===== config.mk =====
export PLATFORM = sky130hd
export DESIGN_NAME = sorted_unique_set_table_core_flat
export DESIGN_NICKNAME = d
export VERILOG_FILES = /design/src/sust_pkg.sv /design/src/sust_req_if.sv /design/src/sust_rsp_if.sv /design/src/sorted_unique_set_table_core.sv /design/src/sust_cell.sv /design/src/flat_wrapper.sv
export SDC_FILE = /design/constraint.sdc
export NUM_CORES = 2
export LEC_CHECK = 0
export BUFFER_PORTS_ARGS = -buffer_cell sky130_fd_sc_hd__buf_2
export CAP_MARGIN = 20
export CELL_PAD_IN_SITES_DETAIL_PLACEMENT = 0
export CELL_PAD_IN_SITES_GLOBAL_PLACEMENT = 2
export CORE_MARGIN = 3
export CORE_UTILIZATION = 30
export CTS_CLUSTER_DIAMETER = 50
export DETAILED_ROUTE_END_ITERATION = 7
export PLACE_DENSITY_LB_ADDON = 0.3
export SLEW_MARGIN = 20
export SYNTH_ARGS = -nofsm -noshare
export SYNTH_HDL_FRONTEND = slang
export SYNTH_HIERARCHICAL = 1
export SYNTH_SLANG_ARGS = --single-unit

===== constraint.sdc =====
create_clock -name clk -period 9.4 [get_ports clk]
set_input_delay 0.47 -clock clk [delete_from_list [all_inputs] [get_ports clk]]
set_output_delay 0.47 -clock clk [all_outputs]
set_load 0.005 [all_outputs]

===== src/sust_pkg.sv =====
// Package for the sorted unique set table: sizes, command and status codes,
// and the control bundle that the top level sends down the row of cells.
// No dependencies.
package sust_pkg;

  // Table size and derived widths.
  localparam int CAPACITY = 16;
  localparam int KEY_W    = 32;
  localparam int IDX_W    = $clog2(CAPACITY);
  localparam int CNT_W    = $clog2(CAPACITY + 1);

  // Request commands; the unused code behaves as a search.
  localparam logic [1:0] CMD_INSERT = 2'd0;
  localparam logic [1:0] CMD_SEARCH = 2'd1;
  localparam logic [1:0] CMD_DELETE = 2'd2;

  // Result status codes.
  typedef enum logic [2:0] {
    ST_INSERTED  = 3'd0,
    ST_DUPLICATE = 3'd1,
    ST_FULL      = 3'd2,
    ST_FOUND     = 3'd3,
    ST_NOT_FOUND = 3'd4,
    ST_DELETED   = 3'd5,
    ST_DEL_MISS  = 3'd6
  } status_t;

  // What every cell does in the update cycle.
  typedef enum logic [1:0] {
    OP_HOLD   = 2'd0,
    OP_INSERT = 2'd1,
    OP_DELETE = 2'd2
  } cell_op_t;

  // Sequencer states.
  typedef enum logic [1:0] {
    S_IDLE  = 2'd0,
    S_CMP   = 2'd1,
    S_APPLY = 2'd2
  } state_t;

  // Control broadcast to all cells.
  typedef struct packed {
    logic                    compare;
    cell_op_t                op;
    logic signed [KEY_W-1:0] req_key;
  } cell_ctl_t;

endpackage


===== src/sust_req_if.sv =====
// Request channel: command and key with a valid/ready handshake.
// Depends on sust_pkg for the key width.
interface sust_req_if;
  logic                              valid;
  logic                              ready;
  logic [1:0]                        command;
  logic signed [sust_pkg::KEY_W-1:0] key;

  modport source (output valid, output command, output key, input ready);
  modport sink   (input valid, input command, input key, output ready);
endinterface


===== src/sust_rsp_if.sv =====
// Result channel: status, position and entry count with a valid/ready handshake.
// Depends on sust_pkg for the position and count widths.
interface sust_rsp_if;
  logic                       valid;
  logic                       ready;
  logic [2:0]                 status;
  logic [sust_pkg::IDX_W-1:0] position;
  logic [sust_pkg::CNT_W-1:0] entry_count;

  modport source (output valid, output status, output position, output entry_count,
                  input ready);
  modport sink   (input valid, input status, input position, input entry_count,
                  output ready);
endinterface


===== src/sorted_unique_set_table_core.sv =====
// Top level of the sorted unique set table: request sequencer, row of cells,
// and result register. Depends on sust_pkg, sust_req_if, sust_rsp_if, sust_cell.
//
// The table keeps up to CAPACITY distinct signed keys in ascending order in a
// row of cells, each holding one key. A request transaction passes through the
// sequencer states S_IDLE, which captures it, S_CMP, in which every cell compares
// its key with the request key in parallel, and S_APPLY, in which the row shifts
// right to open a slot or left to close one and the result is written to the
// output register. The sequencer handles one request at a time: it takes no new
// request until the previous one has left S_APPLY. The result register lets the next request
// enter while the previous result waits to be taken; the update cycle stalls
// only while that register is still full. Reset empties the table at once.
module sorted_unique_set_table_core (
  input logic clk,
  input logic rst,
  sust_req_if.sink   req,
  sust_rsp_if.source rsp
);
  import sust_pkg::*;

  state_t state, state_next;

  logic [1:0]              req_cmd;
  logic signed [KEY_W-1:0] req_key;
  logic [CNT_W-1:0]        count, count_next;

  logic             rsp_valid;
  status_t          rsp_status, status_next;
  logic [IDX_W-1:0] rsp_position, position_next;
  logic [CNT_W-1:0] rsp_count;

  cell_ctl_t ctl;
  cell_op_t  op_next;
  logic      apply_go;
  logic      hit, full;
  logic [IDX_W-1:0] idx;

  logic signed [KEY_W-1:0] cell_key [CAPACITY];
  logic [CAPACITY-1:0]     valid_vec, lt_vec, eq_vec;

  // Row of cells, each wired to both neighbors.
  for (genvar i = 0; i < CAPACITY; i++) begin : g_cell
    logic                    left_lt, left_valid, right_valid;
    logic signed [KEY_W-1:0] left_key, right_key;
    if (i == 0) begin : g_first
      assign left_lt    = 1'b1;
      assign left_valid = 1'b0;
      assign left_key   = '0;
    end else begin : g_inner_l
      assign left_lt    = lt_vec[i-1];
      assign left_valid = valid_vec[i-1];
      assign left_key   = cell_key[i-1];
    end
    if (i == CAPACITY - 1) begin : g_last
      assign right_valid = 1'b0;
      assign right_key   = '0;
    end else begin : g_inner_r
      assign right_valid = valid_vec[i+1];
      assign right_key   = cell_key[i+1];
    end
    sust_cell u_cell (
      .clk        (clk),
      .rst        (rst),
      .ctl        (ctl),
      .left_lt    (left_lt),
      .left_key   (left_key),
      .left_valid (left_valid),
      .right_key  (right_key),
      .right_valid(right_valid),
      .key        (cell_key[i]),
      .valid      (valid_vec[i]),
      .lt         (lt_vec[i]),
      .eq         (eq_vec[i])
    );
  end

  // The less-than flags form a prefix, so the first clear flag is the index.
  always_comb begin
    idx = '0;
    for (int i = CAPACITY - 1; i >= 0; i--) begin
      if (!lt_vec[i]) idx = IDX_W'(i);
    end
  end

  assign hit  = |eq_vec;
  assign full = (count == CNT_W'(CAPACITY));

  // Decide the result and the row operation from the compare flags.
  always_comb begin
    op_next       = OP_HOLD;
    status_next   = ST_NOT_FOUND;
    position_next = '0;
    count_next    = count;
    case (req_cmd)
      CMD_INSERT: begin
        if (hit) begin
          status_next   = ST_DUPLICATE;
          position_next = idx;
        end else if (full) begin
          status_next = ST_FULL;
        end else begin
          status_next   = ST_INSERTED;
          position_next = idx;
          op_next       = OP_INSERT;
          count_next    = count + CNT_W'(1);
        end
      end
      CMD_DELETE: begin
        if (hit) begin
          status_next   = ST_DELETED;
          position_next = idx;
          op_next       = OP_DELETE;
          count_next    = count - CNT_W'(1);
        end else begin
          status_next = ST_DEL_MISS;
        end
      end
      default: begin
        if (hit) begin
          status_next   = ST_FOUND;
          position_next = idx;
        end
      end
    endcase
  end

  // Sequencer next state.
  always_comb begin
    state_next = state;
    case (state)
      S_IDLE:  if (req.valid) state_next = S_CMP;
      S_CMP:   state_next = S_APPLY;
      S_APPLY: if (!rsp_valid || rsp.ready) state_next = S_IDLE;
      default: state_next = S_IDLE;
    endcase
  end

  // Sequencer outputs.
  always_comb begin
    req.ready   = (state == S_IDLE);
    apply_go    = (state == S_APPLY) && (!rsp_valid || rsp.ready);
    ctl.compare = (state == S_CMP);
    ctl.op      = apply_go ? op_next : OP_HOLD;
    ctl.req_key = req_key;
  end

  // Control registers.
  always_ff @(posedge clk) begin
    if (rst) begin
      state     <= S_IDLE;
      count     <= '0;
      rsp_valid <= 1'b0;
    end else begin
      state <= state_next;
      if (apply_go) begin
        count     <= count_next;
        rsp_valid <= 1'b1;
      end else if (rsp.ready) begin
        rsp_valid <= 1'b0;
      end
    end
  end

  // Request and result payload registers.
  always_ff @(posedge clk) begin
    if (req.valid && req.ready) begin
      req_cmd <= req.command;
      req_key <= req.key;
    end
    if (apply_go) begin
      rsp_status   <= status_next;
      rsp_position <= position_next;
      rsp_count    <= count_next;
    end
  end

  assign rsp.valid       = rsp_valid;
  assign rsp.status      = rsp_status;
  assign rsp.position    = rsp_position;
  assign rsp.entry_count = rsp_count;

  // The count never exceeds the capacity.
  a_count_range: assert property (@(posedge clk) disable iff (rst)
    count <= CNT_W'(CAPACITY))
    else $error("entry count above capacity");

  // The valid cells are exactly as many as the count says.
  a_valid_count: assert property (@(posedge clk) disable iff (rst)
    $countones(valid_vec) == 32'(count))
    else $error("cell valid flags disagree with the entry count");

  // Keys are distinct, so at most one cell can match.
  a_single_match: assert property (@(posedge clk) disable iff (rst)
    (state == S_APPLY) |-> $onehot0(eq_vec))
    else $error("more than one cell matches the request key");

  // An update always leaves a result waiting in the next cycle.
  a_apply_result: assert property (@(posedge clk) disable iff (rst)
    apply_go |=> rsp_valid)
    else $error("update cycle produced no result");

endmodule


===== src/sust_cell.sv =====
// One cell of the sorted chain: holds one key and its valid flag, compares it
// with the request key and shifts toward either neighbor. Depends on sust_pkg.
module sust_cell (
  input  logic                              clk,
  input  logic                              rst,
  input  sust_pkg::cell_ctl_t               ctl,
  input  logic                              left_lt,
  input  logic signed [sust_pkg::KEY_W-1:0] left_key,
  input  logic                              left_valid,
  input  logic signed [sust_pkg::KEY_W-1:0] right_key,
  input  logic                              right_valid,
  output logic signed [sust_pkg::KEY_W-1:0] key,
  output logic                              valid,
  output logic                              lt,
  output logic                              eq
);
  import sust_pkg::*;

  logic signed [KEY_W-1:0] key_next;
  logic                    valid_next;

  // Cells below the request key stay put; the rest open a gap or close one.
  always_comb begin
    key_next   = key;
    valid_next = valid;
    case (ctl.op)
      OP_INSERT: begin
        if (!lt) begin
          if (left_lt) begin
            key_next   = ctl.req_key;
            valid_next = 1'b1;
          end else begin
            key_next   = left_key;
            valid_next = left_valid;
          end
        end
      end
      OP_DELETE: begin
        if (!lt) begin
          key_next   = right_key;
          valid_next = right_valid;
        end
      end
      default: begin
        key_next   = key;
        valid_next = valid;
      end
    endcase
  end

  // Control flags of the cell.
  always_ff @(posedge clk) begin
    if (rst) begin
      valid <= 1'b0;
      lt    <= 1'b0;
      eq    <= 1'b0;
    end else begin
      valid <= valid_next;
      if (ctl.compare) begin
        lt <= valid && (key < ctl.req_key);
        eq <= valid && (key == ctl.req_key);
      end
    end
  end

  // Key storage needs no reset; it is read only behind its valid flag.
  always_ff @(posedge clk) begin
    key <= key_next;
  end

endmodule

===== src/flat_wrapper.sv =====
// flat-port wrapper written by rule: the top's interface ports become plain ports
module sorted_unique_set_table_core_flat import sust_pkg::*;
  (clk, rst, req_valid, req_command, req_key, req_ready, rsp_valid, rsp_status, rsp_position, rsp_entry_count, rsp_ready);
  sust_req_if req_i ();
  sust_rsp_if rsp_i ();
  input logic clk;
  input logic rst;
  input wire logic [$bits(req_i.valid)-1:0] req_valid;
  input wire logic [$bits(req_i.command)-1:0] req_command;
  input wire logic [$bits(req_i.key)-1:0] req_key;
  output wire logic [$bits(req_i.ready)-1:0] req_ready;
  output wire logic [$bits(rsp_i.valid)-1:0] rsp_valid;
  output wire logic [$bits(rsp_i.status)-1:0] rsp_status;
  output wire logic [$bits(rsp_i.position)-1:0] rsp_position;
  output wire logic [$bits(rsp_i.entry_count)-1:0] rsp_entry_count;
  input wire logic [$bits(rsp_i.ready)-1:0] rsp_ready;
  assign req_i.valid = req_valid;
  assign req_i.command = req_command;
  assign req_i.key = req_key;
  assign req_ready = req_i.ready;
  assign rsp_valid = rsp_i.valid;
  assign rsp_status = rsp_i.status;
  assign rsp_position = rsp_i.position;
  assign rsp_entry_count = rsp_i.entry_count;
  assign rsp_i.ready = rsp_ready;
  sorted_unique_set_table_core u_core (.clk(clk), .rst(rst), .req(req_i), .rsp(rsp_i));
endmodule

==> reports/results.txt <==
Status: finished with violations
Violated checks: design-rule violations
Synth top area cells: edfxtp_1 (39%), ha_1 (15%), mux2i_1 (12%)
CTS tree: done
Unrepaired setup endpoints after global routing: false
Setup violations, final: 0
CP Capture Type: flop
Clock Path Buffers: 3
Root Buffer: clkbuf_16
Die height: 386 µm
R2r setup slk: 5.67 ns
Final nets: 5261
Peak fanout along the critical path: 33
Share of layout cells above drive strength 1: 7.83%
GRT Max-Usage Layer: met2
Total of warnings raised by yosys: 6
Synth Register Bits: 614
H-tree depth: 3
Slowest stage delay, CP: 0.80 ns
Setup bufs post-CTS: 0
CP Launch Type: flop
Synth unique cells: 54
Hold Vio Cnt, Final: 0
Avg Cell Area, Syn: 9.49 µm²
Clock Latency Late Sink: 0.73 ns
First-pass GRT wire length: 188000 µm
Cell Pwr Density: 153 nW/µm²
Worst slew pin tran: 1.01 ns
Layout Skew: 0.0435 ns
Clock Sinks: 614
GPL Wtd Cong: 0.776
Ports: 52
Cts bufs inserted: 108
Pins Over Slew Limit: 0
Via count: 31.8k
Synth cell count leaders: nand2_1 (696), o21ai_0 (579), edfxtp_1 (558)
GRT Util Overall: 16.0%
Most frequent cell after synthesis: nand2_1
Largest net degree at the start of global routing: 77
Area grow syn2layout: 16.4%
Buffers on Ports: 51
EDFF count, synth: 558
Async set or reset register ratio after synthesis: 0%
IR drop worst, VDD: 197 µV
Grt total ovfl: 0
Cell taking the most area after synthesis: edfxtp_1
Total die area: 149000 µm²
Row count: 138
Synth top area share: 38.7%
First-pass DRT Iterations: 8
Die width: 386 µm
Initial drt markers: 1443
# DRC: 2
Max Fclk: 0.268 GHz
Synthesized cell area: 43300 µm²
Worst path arrival time: 4.30 ns
M3 GR Usage: 2.26%
Max transition margin: 32.6%
Avg Vias per Cell: 4.75
Min Hold Slack: 0.0861 ns
Area after DPL: 46200 µm²
Grt met2 use: 25.4%
Initial antenna violation count: 1
Period utilization: 39.7%
Vias in the first global route: 31.5k
Max-cap violations: 0
Core Util, Final: 35.4%
Critical Path Slowest Stage Cell: nor2_4
Ant diodes: 0
Dpl hpwl: 92900 µm
Core area: 142000 µm²
Sum Neg Setup Slack: 0 ns
Final antenna-violating net count: 0
Synth Flop Type: edfxtp_1
Hold Path Class: primary input to flop
Leak Pwr: 18.7 nW
Post-synthesis sequential area ratio: 41.3%
Critical Path RT: 9.98 ns
Average wire per cell in the routed design: 18.0 µm
Clk pin slew, worst setup/hold paths: 0.05 ns
Post-layout min period: 3.73 ns
Critical Path, Cell by Cell: nor4_1 -> and4_1 -> nand3_1 -> inv_2 -> buf_4 -> xnor2_1 -> nor2_4 -> mux2i_1 -> nor2_1
WP buf/inv: 2
Initial cell density of the core: 30.4%
Met1 usage: 22.6%
Post-route cell area: 50300 µm²
Kind of critical path: flop to flop
CP top delay family: simple AND/OR/NAND/NOR gates
Overall Power: 0.00772 W
Synth Instances: 4559
Wirelength, routed: 120000 µm
## power breakdown
| group | internal (W) | switching [W] | leakage (nW) |
|---|---|---|---|
| Sequential | 0.00299 | 0.0000229 | 5.50 |
| Combinational | 0.000200 | 0.000363 | 11.3 |
| Clock | 0.00264 | 0.00151 | 1.86 |
## worst reg2reg max path, delay by kind of cell (launching register included)
| kind | cells | cell delay (ns) |
|---|---|---|
| flops | 1 | 0.31 |
| mux | 1 | 0.29 |
| simple gates | 5 | 2.07 |
| buf+inv | 2 | 0.69 |
| xor+xnor | 1 | 0.24 |
## cells by family after synthesis
| logic type | after synthesis | synth area share (%) |
|---|---|---|
| xor gates and xnor gates | 19 | 0.385 |
| AOI/OAI and AO/OA | 975 | 12.4 |
| adders and majority gates | 515 | 14.9 |
| DFF | 614 | 41.3 |
| and+or+nand+nor | 1202 | 12.4 |
| muxes | 531 | 12.3 |
| other | 2 | 0.0174 |
| buffers and inverters | 701 | 6.26 |
## layer usage
layer / part of all wire, % / wire length, µm / vias up
met5: 0 / 0 / -
met4: 2.6 / 3090 / 0
met3: 2.8 / 3320 / 172
met2: 44 / 52800 / 361
met1: 51 / 61100 / 14677
li1: - / - / 16618
## final timing paths
| kind | endpoint | cells after the start | from |
|---|---|---|---|
| hold / removal | u_core/rsp.valid | 4 | rsp_ready |
| hold reg to reg | u_core/g_cell[10].u_cell/eq | 2 | u_core/g_cell[10].u_cell/eq |
| setup reg to reg | u_core/g_cell[15].u_cell/valid | 9 | u_core/g_cell[12].u_cell/eq |
| setup / recovery | u_core/g_cell[15].u_cell/valid | 9 | u_core/g_cell[12].u_cell/eq |
## per-stage QoR
| stage | setup slack [ns] | std cells |
|---|---|---|
| finish | 5.67 | 6694 |
| global route | 5.32 | 6694 |
| CTS | 5.60 | 6694 |
| detailed placement | 5.61 | 6453 |
| global placement | 5.56 | 6453 |
| floorplan | 5.19 | 4624 |
## state kept, by name, indices dropped and copies added, names as in the netlist
register,cells
u_core/g_cell.u_cell/key,512
u_core/req_key,32
u_core/g_cell.u_cell/eq,16
u_core/g_cell.u_cell/lt,16
u_core/g_cell.u_cell/valid,16
u_core/count,5
u_core/rsp.entry_count,5
u_core/rsp.position,4
u_core/rsp.status,3
u_core/req_cmd,2
u_core/state,2
u_core/rsp.valid,1
## timing repair
action                                  4_1_cts  5_1_grt
hold buffers                                 35        0
endpoints found under the hold margin        38        0
gates resized for setup                       0        0
endpoints found under the setup margin        0        0
## layout by cell type (no fill, tap or decap), types with 10 or more instances in the layout
cell type / count
nand3_1: 69
o211ai_1: 34
bufinv_16: 15
clkbuf_16: 111
nor3_1: 35
nor3b_1: 16
nor2b_1: 21
nor4_1: 38
nor2b_4: 17
a221o_1: 17
nor2_1: 125
mux2i_1: 530
dlygate4sd3_1: 35
edfxtp_1: 558
clkinv_2: 19
inv_1: 518
dfxtp_1: 41
conb_1: 67
a21o_1: 17
a21oi_2: 16
ha_1: 515
buf_2: 50
xnor2_1: 18
a21boi_0: 19
a21oi_1: 232
buf_4: 70
nor2_4: 16
dfxtp_2: 15
clkbuf_1: 14
o21ai_0: 579
o31a_1: 16
clkinvlp_4: 10
nand2_1: 696
nand4_1: 117
or3_1: 18
a211oi_1: 17
nand2b_1: 18
a22oi_1: 16
## cell type report
class,count,area (µm²)
repair buffers,155,1130
inverters,520,1950
flip-flops and latches,614,17900
multi-input cells,3309,23200
clock buffers,131,2910
fillers,14559,91900
clock inverters,75,932
well taps,1890,2360
No activity file was read; power rests on OpenSTA's default activity.
